<file path="config.mk">
export PLATFORM = sky130hd
export DESIGN_NAME = abc_round
export DESIGN_NICKNAME = d
export VERILOG_FILES = /design/src/abc_pkg.sv /design/src/abc_round.sv
export SDC_FILE = /design/constraint.sdc
export NUM_CORES = 1
export LEC_CHECK = 0
export BUFFER_PORTS_ARGS = -buffer_cell sky130_fd_sc_hd__buf_2
export CORE_AREA = 3 3 302 304
export DETAILED_ROUTE_END_ITERATION = 7
export DIE_AREA = 0 0 305 307
export PLACE_DENSITY = 0.45
export SYNTH_ARGS = -nofsm -noshare
export SYNTH_HDL_FRONTEND = slang
export SYNTH_SLANG_ARGS = --single-unit
export TNS_END_PERCENT = 20
</file>
<file path="constraint.sdc">
create_clock -name clk -period 10.72 [get_ports clk]
set_input_delay 2.68 -clock clk [delete_from_list [all_inputs] [get_ports clk]]
set_output_delay 2.68 -clock clk [all_outputs]
set_load 0.02 [all_outputs]
</file>
<file path="src/abc_pkg.sv">
// abc_pkg: shared types, constants and rotate helpers for the arx block cipher
// used by abc_keyregs, abc_round and arx_block_cipher_128_256_unit
`timescale 1ns / 1ps
`default_nettype none

package abc_pkg;

  localparam int ABC_ROUNDS  = 34;
  localparam int WORD_W      = 64;
  localparam int BLOCK_W     = 2 * WORD_W;
  localparam int CFG_IDX_W   = 2;
  localparam int ROT_R       = 8;
  localparam int ROT_L       = 3;

  typedef logic [WORD_W-1:0] word_t;

  typedef enum logic [CFG_IDX_W-1:0] {
    CFG_KEY0 = 2'd0,
    CFG_KEY1 = 2'd1,
    CFG_KEY2 = 2'd2,
    CFG_KEY3 = 2'd3
  } cfg_idx_t;

  // key words as held in the configuration registers
  typedef struct packed {
    word_t k3;
    word_t k2;
    word_t k1;
    word_t k0;
  } abc_key_t;

  // everything one pipeline stage carries: block words plus key schedule state
  typedef struct packed {
    word_t l2;
    word_t l1;
    word_t l0;
    word_t rk;
    word_t hi;
    word_t lo;
  } abc_st_t;

  function automatic word_t ror8(input word_t v);
    ror8 = {v[ROT_R-1:0], v[WORD_W-1:ROT_R]};
  endfunction

  function automatic word_t rol3(input word_t v);
    rol3 = {v[WORD_W-ROT_L-1:0], v[WORD_W-1:WORD_W-ROT_L]};
  endfunction

endpackage

`default_nettype wire

</file>
<file path="src/abc_round.sv">
// abc_round: one registered cipher round with its key schedule step
// depends on abc_pkg
`timescale 1ns / 1ps
`default_nettype none

module abc_round
  import abc_pkg::*;
#(
  parameter int RND = 0
) (
  input  wire logic    clk,
  input  wire logic    rst_n,
  input  wire logic    en,
  input  wire logic    vld_i,
  input  wire abc_st_t st_i,
  output logic         vld_o,
  output abc_st_t      st_o
);

  logic    vld_r;
  abc_st_t st_r;
  abc_st_t st_nxt;
  word_t   hi_new;
  word_t   l_new;

  always_comb begin
    hi_new    = st_i.rk ^ (st_i.lo + ror8(st_i.hi));
    l_new     = (ror8(st_i.l0) + st_i.rk) ^ WORD_W'(RND);
    st_nxt.hi = hi_new;
    st_nxt.lo = hi_new ^ rol3(st_i.lo);
    st_nxt.rk = rol3(st_i.rk) ^ l_new;
    // queue turns so the word in use is always at the head
    st_nxt.l0 = st_i.l1;
    st_nxt.l1 = st_i.l2;
    st_nxt.l2 = l_new;
  end

  always_ff @(posedge clk) begin
    if (!rst_n) begin
      vld_r <= 1'b0;
    end else if (en) begin
      vld_r <= vld_i;
    end
  end

  always_ff @(posedge clk) begin
    if (en) begin
      st_r <= st_nxt;
    end
  end

  assign vld_o = vld_r;
  assign st_o  = st_r;

endmodule

`default_nettype wire

</file>
==> metrics.cfg <==
[setup_path]
r2r-start=vld_o$_SDFFE_PN0P_
worst-r2r-setup-slack_ns=10.13
end_kind=flip-flop
cp-start-kind=primary input
crit_chain=buf_2 -> ha_1 -> inv_1 -> fa_1 -> nor2b_1 -> o211ai_1 -> a31oi_1 -> nor2_1 -> o22ai_1 -> o21bai_1 -> nand2_1 -> o311ai_0 -> xor2_1
slowest_stage=o311ai_0
path_buf_inv=2
rr_worst_depth=2
path_max_fanout=4
critPathKind=in2reg
slowest_delay_ns=1.03
arrival_ns=6.27
crit_family=compound AO/OA/AOI/OAI gates
r2r-end=vld_o$_SDFFE_PN0P_
required_ns=11.01
worstSetupPathDepth=13

[clock_network]
hold_buffers=0
cts_tree=done
numCtsBuffers=48
clk_path_buf_depth=3
clock_latency_ns=0.58
cts.sinks=385
cts_setup_buffers=0
cts_resized=0
clk_pin_slew_ns=0.06
cts-root-buf=clkbuf_16
h-tree-depth=2

[floorplan]
design.die.area_mm2=0.0936
fp.coreArea_mm2=0.0885
rows=109
die_w_um=305
ios=773
die_y_um=307
start_util=0.240

[placement]
post-place-ws_ns=3.95
dpl.hpwl_um=77500
io_buffer_count=772
gp_congestion=0.843
place_inst=3634

[routing]
routedWlPerCell_um=24.6
post-route-drc-count=0
drt-vias-per-instance=4.63
via_count=17308
first_iter_violations=1042
dr.pass1.iters=5
ant_nets=0
wl_um=92100

[timing]
hold_viol=0
worst_slew_pin_slew_ns=1.13
final_max_slew_viol_count=0
fin_crit_ns=5.99
max_freq_mhz=167
period_share=0.558
relSlewSlack=0.238
fin_ws_ns=4.73
fin_setup_tns_ns=0
setup_viol=0
rsz0062_at_grt=no
worst_clock_skew_ns=0

[synth]
async_flop_share=0
synth_edf_count=384
synth_flop_cell=edfxtp_1
yosys_warnings=0
synth_area_mm2=0.0213
syn-instance-count=1753
syn_nets=2269
synth-seq-area-share=0.543
avgSynthCellArea_um2=12.1
synth-seq-cells=385
synthDistinctLibCells=75

[pwr]
vdd_ir_drop_max_uv=104
powerDensity_mw_per_mm2=185
p_leak_nw=11.8

[cells_and_area]
instances_no_fill=3738
area_growth_pct=31.8
utilization=0.317
layout.nets=3035
layout_commonest_cell=buf_2
drive_gt1_frac=0.343
final_cell_mix=buf_2 (771), edfxtp_1 (384), xor2_1 (181)

[worst_hold_path]
min_to=vld_o$_SDFFE_PN0P_
min_from=vld_o$_SDFFE_PN0P_
hold_class=reg2reg
whs_path_depth=2

[global_routing]
grt_pass1_wl_um=129000
grt-ovfl-total=0
antenna_found_initial=42
first_global_vias=17873
grt_start_max_net_pins=153
globalRouteTotalUtil=0.188

[run_status]
status=finished, final reports clean

[run]
drv_cap=0

## kinds of logic (layout without fill, tap and decap cells)
logic type      after synthesis  in the layout  share of synthesized area
simple gates                359            359                     0.0818
buf+inv                     100            903                     0.0178
compound gates              458            458                      0.140
flops                       385            385                      0.543
mux                           1              1                   0.000470
other cells                   0             17                          0
fa+ha+maj                   128            128                     0.0760
xor+xnor                    322            322                      0.142
## Yosys cell counts, drive strengths merged, types with 21 or more instances
cell | number | area [um2]
a21oi | 166 | 838
nand4 | 52 | 325
xor2 | 181 | 1590
xnor2 | 128 | 1140
edfxtp | 384 | 11500
nand2 | 114 | 430
ha | 126 | 1580
clkbuf | 57 | 214
a21o | 61 | 458
o21bai | 26 | 199
nand3 | 21 | 105
inv | 40 | 150
nor2 | 85 | 319
o21ai | 88 | 440
## layer usage
layer	up-vias	share of wire	track usage
met3	119	0.076	0.0567
met5	-	0.0015	0
met2	653	0.52	0.351
met4	22	0.024	0.0452
li1	8138	-	-
met1	8376	0.38	0.209
## cell type report
| cell class | instances | area, um2 |
|---|---|---|
| sequential | 385 | 11600 |
| tap | 1165 | 1460 |
| multi-input combinational | 1268 | 9350 |
| clock inverter | 35 | 335 |
| fill | 9153 | 60500 |
| timing repair buffer | 776 | 3920 |
| clock buffer | 52 | 1240 |
| inverter | 40 | 150 |
| antenna | 17 | 42.5 |
## worst max path at each step
stage | startpoint | to | slack [ns]
global route | st_i[0] | st_o[40]$_DFFE_PP_ | 4.55
detailed placement | st_i[0] | st_o[40]$_DFFE_PP_ | 3.95
floorplan | st_i[0] | st_o[56]$_DFFE_PP_ | 5.30
global placement | st_i[0] | st_o[40]$_DFFE_PP_ | 4.01
finish | st_i[0] | st_o[40]$_DFFE_PP_ | 4.73
CTS | st_i[0] | st_o[40]$_DFFE_PP_ | 4.60
## metrics by stage
step / hold slack (ns) / total power, mW / area, um2
final: 0.526 / 5.17 / 28000
after global routing: 0.563 / 5.43 / 28000
after CTS: 0.530 / 5.27 / 28000
after detailed placement: 0.518 / 3.60 / 26400
after global placement: 0.504 / 3.59 / 26400
after floorplan: 0.589 / 2.94 / 21300
## power by group
group	switching (mW)	internal, mW	leakage, nW
Clock	0.689	0.942	0.761
Sequential	0.0671	1.97	3.77
Combinational	0.999	0.504	7.30
## registers in the layout (all words and copies together) (netlist names)
signal  cells
vld_o       1
st_o      384
## tightest hold or removal path: stages, from the launching register on
cell and delay (ns):
dfxtp_1 0.33, mux2i_1 0.07, nor2b_1 0.10
Note: power is estimated with default switching activity, not from simulation.
