==> src/abc_pkg.sv <==
// abc_pkg: shared types, constants and rotate helpers for the arx block cipher
// used by abc_keyregs, abc_round and arx_block_cipher_128_256_unit
`timescale 1ns / 1ps
`default_nettype none

package abc_pkg;

  localparam int ABC_ROUNDS  = 34;
  localparam int WORD_W      = 64;
  localparam int BLOCK_W     = 2 * WORD_W;
  localparam int CFG_IDX_W   = 2;
  localparam int ROT_R       = 8;
  localparam int ROT_L       = 3;

  typedef logic [WORD_W-1:0] word_t;

  typedef enum logic [CFG_IDX_W-1:0] {
    CFG_KEY0 = 2'd0,
    CFG_KEY1 = 2'd1,
    CFG_KEY2 = 2'd2,
    CFG_KEY3 = 2'd3
  } cfg_idx_t;

  // key words as held in the configuration registers
  typedef struct packed {
    word_t k3;
    word_t k2;
    word_t k1;
    word_t k0;
  } abc_key_t;

  // everything one pipeline stage carries: block words plus key schedule state
  typedef struct packed {
    word_t l2;
    word_t l1;
    word_t l0;
    word_t rk;
    word_t hi;
    word_t lo;
  } abc_st_t;

  function automatic word_t ror8(input word_t v);
    ror8 = {v[ROT_R-1:0], v[WORD_W-1:ROT_R]};
  endfunction

  function automatic word_t rol3(input word_t v);
    rol3 = {v[WORD_W-ROT_L-1:0], v[WORD_W-1:WORD_W-ROT_L]};
  endfunction

endpackage

`default_nettype wire

==> src/abc_keyregs.sv <==
// abc_keyregs: the four 64-bit key registers behind the plain write port
// depends on abc_pkg
`timescale 1ns / 1ps
`default_nettype none

module abc_keyregs
  import abc_pkg::*;
(
  input  wire logic                 clk,
  input  wire logic                 rst_n,
  input  wire logic                 cfg_we,
  input  wire logic [CFG_IDX_W-1:0] cfg_idx,
  input  wire logic [WORD_W-1:0]    cfg_wdata,
  output abc_key_t                  key
);

  abc_key_t key_r;
  abc_key_t key_nxt;

  always_comb begin
    key_nxt = key_r;
    if (cfg_we) begin
      unique case (cfg_idx_t'(cfg_idx))
        CFG_KEY0: key_nxt.k0 = cfg_wdata;
        CFG_KEY1: key_nxt.k1 = cfg_wdata;
        CFG_KEY2: key_nxt.k2 = cfg_wdata;
        CFG_KEY3: key_nxt.k3 = cfg_wdata;
      endcase
    end
  end

  always_ff @(posedge clk) begin
    if (!rst_n) begin
      key_r <= '0;
    end else begin
      key_r <= key_nxt;
    end
  end

  assign key = key_r;

endmodule

`default_nettype wire

==> config.mk <==
export PLATFORM = sky130hd
export DESIGN_NAME = abc_keyregs
export DESIGN_NICKNAME = d
export VERILOG_FILES = /design/src/abc_pkg.sv /design/src/abc_keyregs.sv
export SDC_FILE = /design/constraint.sdc
export NUM_CORES = 1
export LEC_CHECK = 0
export BUFFER_PORTS_ARGS = -buffer_cell sky130_fd_sc_hd__buf_2
export CAP_MARGIN = 20
export CORE_AREA = 2 2 143 173
export CTS_CLUSTER_DIAMETER = 150
export DETAILED_ROUTE_END_ITERATION = 7
export DIE_AREA = 0 0 145 175
export GPL_TIMING_DRIVEN = 0
export PLACE_DENSITY_LB_ADDON = 0.08
export RECOVER_POWER = 25
export SLEW_MARGIN = 40
export SYNTH_ARGS = -nofsm -noshare
export SYNTH_HDL_FRONTEND = slang
export SYNTH_SLANG_ARGS = --single-unit
==> constraint.sdc <==
create_clock -name clk -period 1.2 [get_ports clk]
set_input_delay 0.06 -clock clk [delete_from_list [all_inputs] [get_ports clk]]
set_output_delay 0.06 -clock clk [all_outputs]
set_load 0.01 [all_outputs]
==> flow_metrics.py, run 1 <==
metrics = {
    "global_routing": {
        "overflow": 0,
        "grt_antenna_before_repair": 0,
        "busiest_layer": "met2",
        "globalRouteMet1Util_pct": 26.3,
        "grt_pass1_wl_mm": 43.4,
        "grt_util_met2_pct": 37.5,
        "grt_max_degree": 13,
        "met3_usage_pct": 5.48,
        "first_global_vias": 7772,
        "grt_usage_pct": 21.3,
    },
    "finish": {
        "fill_cells": 2193,
        "largest_reg_flops": 256,
        "final_common_cell": "buf_2",
        "antenna_cells": 0,
        "drive_above_1_share_pct": 29.7,
        "layout_common_cells": "342 x buf_2, 320 x nand2_1, 256 x mux2i_1, 256 x dfxtp_1, 64 x dlygate4sd3_1",
        "postLayoutCoreUtil_pct": 54.1,
        "design_area_um2": 12800,
        "layout.nets": 1385,
        "multiInputGateArea_um2": 3790,
        "syn_to_final_growth_pct": 37.3,
        "register_area_um2": 5120,
    },
    "logic_synthesis": {
        "ys_warn_count": 0,
        "syn-num-nets": 969,
        "synth_top_cell_area_share_pct": 55.0,
        "synthSimpleGateAreaFrac_pct": 13.2,
        "synth_xor_xnor_area_share_pct": 0,
        "syn_inst": 900,
        "yosysTopAreaCell": "dfxtp_1",
        "synthTopCellsByArea": "dfxtp_1 55%, mux2i_1 28%, nand2_1 13%",
        "ys_ff_latch": 256,
        "synth_top_family_by_area": "multiplexers",
        "synth_compound_area_share_pct": 0,
        "synth_area_per_cell_um2": 10.4,
        "synthMuxAreaShare_pct": 27.5,
        "synth_fa_ha_area_share_pct": 0,
        "synth_seq_area_share_pct": 55.0,
        "synth_cell_type_count": 12,
        "netlist_area_um2": 9320,
    },
    "power": {
        "power_density_nw_per_um2": 1450,
        "power_mw": 18.6,
        "vdd_drop_max_uv": 1050,
        "power_leakage_nw": 6.87,
    },
    "clock_network": {
        "cts_root_buf": "clkbuf_16",
        "cts_tree": "done",
        "cts.htree.levels": 1,
        "insertion_delay_ns": 0.51,
        "cts_resized": 0,
        "cts_buffers": 27,
        "clock_sinks": 256,
        "cts_buffer_depth": 3,
        "cts.reportedPaths.clkPinSlew_ns": 0.06,
    },
    "drt": {
        "drt_wl_total_mm": 27.9,
        "drt_iter0_markers": 157,
        "drc": 0,
        "wl_per_cell_um": 16.9,
        "drt-pass1-iter-count": 4,
        "vias_per_cell": 4.61,
        "vias": 7612,
        "antenna_left": 0,
    },
    "run_status": {
        "status": "finished, final reports clean",
    },
    "place": {
        "hpwl_mm": 19.7,
        "port_buffers": 323,
        "place_area_um2": 11300,
        "place_congestion": 0.746,
    },
    "die": {
        "coreArea_um2": 23700,
        "start_util_pct": 39.4,
        "die_y_um": 175,
        "fp-row-count": 62,
        "fp.dieArea_um2": 25400,
        "die_w_um": 145,
        "pin_count": 325,
    },
    "sta": {
        "finalHoldViolCount": 0,
        "maxSlewViolCount": 0,
        "rsz0062_at_grt": "no",
        "tightest_slew_ns": 0.552,
        "setup_tns_ns": 0,
        "finalCritPeriodShare_pct": 89.5,
        "setup_viol": 0,
        "fin_hold_ws_ns": 0.128,
        "relSlewSlack_pct": 63.2,
        "fmax_mhz": 931,
        "finClkSkew_ns": 0,
        "min_period_ns": 1.07,
    },
    "worst_setup_path": {
        "cp_slowest_stage_delay_ns": 0.36,
        "crit_arrival_ns": 1.01,
        "path_max_fanout": 2,
        "critPathTopFamily": "flip-flops",
        "path_cells": "buf_2",
        "crit_buf_inv": 1,
        "crit_path_start_kind": "register",
        "crit_type": "register to output pin",
        "cp_data_required_time_ns": 1.14,
        "endpoint_kind": "output pin",
        "cpMaxStageDelayCell": "dfxtp_1",
    },
    "min_path": {
        "hp-class": "primary input to register",
    },
    "run": {
        "maxCapViolations": 0,
    },
}
worst register-to-register path: stages, from the launching register on:
cell and delay [ns]:
dfxtp_1 0.34, nand2_1 0.07, mux2i_1 0.17
synthesized netlist by cell type (all sizes together):
library cell    n
buf            43
and3            1
nand3b          2
or3b            1
mux2i         256
nand2         320
dfxtp         256
clkbuf         21
stage by stage:
step / setup slack, ns / cells
after floorplan: 0.215 / 900
after global placement: -0.204 / 1543
after detailed placement: -0.267 / 1543
after CTS: 0.0987 / 1652
after global routing: 0.0374 / 1652
final: 0.125 / 1652
final timing paths:
check	startpoint	endpoint	slack (ns)	cells past startpoint
hold / removal	cfg_we	key[64]	0.13	4
setup / recovery	key[25]	key[25]	0.13	1
setup reg to reg	key[65]	key[65]	0.54	2
hold reg to reg	key[204]	key[204]	0.45	2
power by group:
| group | switching [mW] | internal, mW | total, mW |
|---|---|---|---|
| combinational | 1.01 | 0.769 | 1.78 |
| sequential | 0.144 | 8.80 | 8.95 |
| clock | 3.24 | 4.63 | 7.87 |
layout make-up:
| type | count | share of cell area, % |
|---|---|---|
| Buffer | 64 | 3.09 |
| Timing Repair Buffer | 387 | 17.6 |
| Clock buffer | 41 | 6.08 |
| Tap cell | 320 | 3.13 |
| Multi-Input combinational cell | 580 | 29.7 |
| Clock inverter | 4 | 0.352 |
| Sequential cell | 256 | 40.1 |
what timing repair did:
item | CTS | global route
hold buffers | 64 | 0
hold endpoints to repair | 256 | 0
buffers inserted | 0 | 0
per-layer routing:
metal	vias to the layer above	share of wire, %
li1	3787	-
met1	3573	43
met2	226	49
met3	26	6.6
met4	0	1.5
met5	-	0
kinds of logic (layout without fill, tap and decap cells):
kind of cell | Yosys count | after routing
buffers and inverters | 64 | 496
flip-flops | 256 | 256
multiplexers | 256 | 256
AND/OR/NAND/NOR | 324 | 324
Power figures use the tool's default switching activity.
==> run 2: changes to the inputs <==
--- a/config.mk
+++ b/config.mk
@@ -9,6 +9,6 @@
 export CAP_MARGIN = 20
-export CORE_AREA = 2 2 143 173
+export CORE_AREA = 2 2 129 157
 export CTS_CLUSTER_DIAMETER = 150
 export DETAILED_ROUTE_END_ITERATION = 7
-export DIE_AREA = 0 0 145 175
+export DIE_AREA = 0 0 131 159
 export GPL_TIMING_DRIVEN = 0
--- a/constraint.sdc
+++ b/constraint.sdc
@@ -3,2 +3,2 @@
 set_output_delay 0.06 -clock clk [all_outputs]
-set_load 0.01 [all_outputs]
+set_load 0.05 [all_outputs]
==> run 2 against run 1 <==
Effect of this change:
- via count grew 1.4%
- sequential share of layout area shrank 0.87 points
- routed wire length shrank 4.8%
- largest cell class unchanged
- highest routed layer unchanged
==> flow_metrics.py, run 2 (synthesis results as in run 1) <==
metrics = {
    "run_status": {
        "status": "finished, final reports clean",
    },
    "power": {
        "switching_power_mw": 5.23,
        "power_leakage_nw": 6.76,
        "power_mw": 19.2,
        "pwr-share-comb_pct": 14.4,
        "power_density_nw_per_um2": 1470,
        "p_clk_share_pct": 39.0,
        "vdd_drop_max_uv": 1540,
        "seq_power_share_pct": 46.6,
        "switching_share_pct": 27.2,
        "power.internal_mw": 14.0,
    },
    "finish": {
        "layout_common_cells": "320 x nand2_1, 256 x mux2i_1, 256 x dfxtp_1",
        "design_area_um2": 13100,
        "layout.nets": 1383,
        "syn_to_final_growth_pct": 40.4,
        "largest_reg_flops": 256,
        "drive_above_1_share_pct": 29.4,
        "postLayoutCoreUtil_pct": 67.9,
        "antenna_cells": 0,
        "final_common_cell": "nand2_1",
    },
    "worst_setup_path": {
        "path_cells": "buf_2",
        "crit_type": "register to output pin",
        "crit_path_start_kind": "register",
        "cp_data_required_time_ns": 1.14,
        "crit_arrival_ns": 1.12,
        "cpMaxStageDelayCell": "dfxtp_1",
        "endpoint_kind": "output pin",
        "crit_buf_inv": 1,
        "critPathTopFamily": "flip-flops",
        "path_max_fanout": 2,
        "cp_slowest_stage_delay_ns": 0.33,
    },
    "die": {
        "die_w_um": 131,
        "start_util_pct": 48.4,
        "fp-row-count": 56,
        "coreArea_um2": 19300,
        "pin_count": 325,
        "fp.dieArea_um2": 20800,
        "die_y_um": 159,
    },
    "sta": {
        "setup_tns_ns": 0,
        "finalHoldViolCount": 0,
        "setup_viol": 0,
        "finClkSkew_ns": 0,
        "maxSlewViolCount": 0,
        "finalCritPeriodShare_pct": 98.2,
        "relSlewSlack_pct": 62.4,
        "min_period_ns": 1.18,
        "tightest_slew_ns": 0.564,
        "fmax_mhz": 848,
    },
    "global_routing": {
        "grt_usage_pct": 24.6,
        "first_global_vias": 7736,
        "grt_antenna_before_repair": 0,
        "grt_pass1_wl_mm": 40.9,
        "overflow": 0,
        "grt_max_degree": 14,
    },
    "drt": {
        "drt_wl_total_mm": 26.6,
        "drc": 0,
        "drt-pass1-iter-count": 4,
        "antenna_left": 0,
        "drt_iter0_markers": 232,
        "vias_per_cell": 4.85,
        "vias": 7715,
        "wl_per_cell_um": 16.7,
    },
    "clock_network": {
        "cts_buffer_depth": 3,
        "clock_sinks": 256,
        "cts_buffers": 25,
        "cts_tree": "done",
        "cts.htree.levels": 1,
        "cts_root_buf": "clkbuf_16",
        "cts_setup_buffers": 0,
        "insertion_delay_ns": 0.51,
        "cts.reportedPaths.clkPinSlew_ns": 0.06,
    },
    "run": {
        "maxCapViolations": 0,
    },
    "min_path": {
        "hp-class": "primary input to register",
    },
    "place": {
        "port_buffers": 323,
        "hpwl_mm": 18.5,
        "place_congestion": 0.771,
        "place_area_um2": 11300,
    },
}
## run 2: cell types whose count changed in the layout (fill, tap and decap cells not counted)
cell / change
clkinv_2: -1
buf_4: +25
clkbuf_8: -1
clkbuf_1: +3
buf_2: -165
clkbuf_2: -1
clkbuf_4: +141
clkbuf_16: -2
## run 2: layout make-up
cell class                 count  area (µm²)
fill                        1512        6190
sequential                   256        5120
multi-input combinational    580        3790
timing repair buffer         387        2670
clock buffer                  41         726
buffer                        64         395
tap                          261         327
clock inverter                 3        40.0
## run 2: power groups by stage
stage,clock network [mW],logic [mW],registers (mW)
6_report,7.49,2.76,8.95
5_1_grt,7.94,2.91,8.98
4_1_cts,7.60,2.69,8.95
3_5_place_dp,0,2.51,9.13
3_3_place_gp,0,2.50,9.12
2_1_floorplan,0,0.768,10.2
## run 2: final timing paths
check | slack, ns | startpoint | cells after the start | endpoint
setup / recovery | 0.02 | key[146] | 1 | key[146]
hold / removal | 0.13 | cfg_idx[0] | 4 | key[66]
setup reg to reg | 0.51 | key[253] | 2 | key[253]
hold reg to reg | 0.45 | key[113] | 2 | key[113]
## run 2: metal layers
layer  global-route usage (%)  vias to the layer above  wire length [µm]
met5                        0                        -                 0
met4                     9.04                        0              1020
met3                     6.25                       63              1950
met2                     42.3                      264             12800
met1                     29.2                     3599             10800
li1                         -                     3789                 -
## run 2: what timing repair did
| item | CTS | global route |
|---|---|---|
| gates resized for setup | 23 | 145 |
| endpoints found under the setup margin | 23 | 143 |
| hold buffers | 64 | 0 |
| endpoints found under the hold margin | 256 | 0 |
## run 2: through the flow
stage               hold slack, ns  setup WS, ns  std cells
floorplan                    0.264         0.215        900
global placement             0.388        -0.149       1484
detailed placement           0.391        -0.200       1484
CTS                          0.119      0.000111       1592
global route                 0.149       -0.0108       1592
finish                       0.132        0.0213       1592
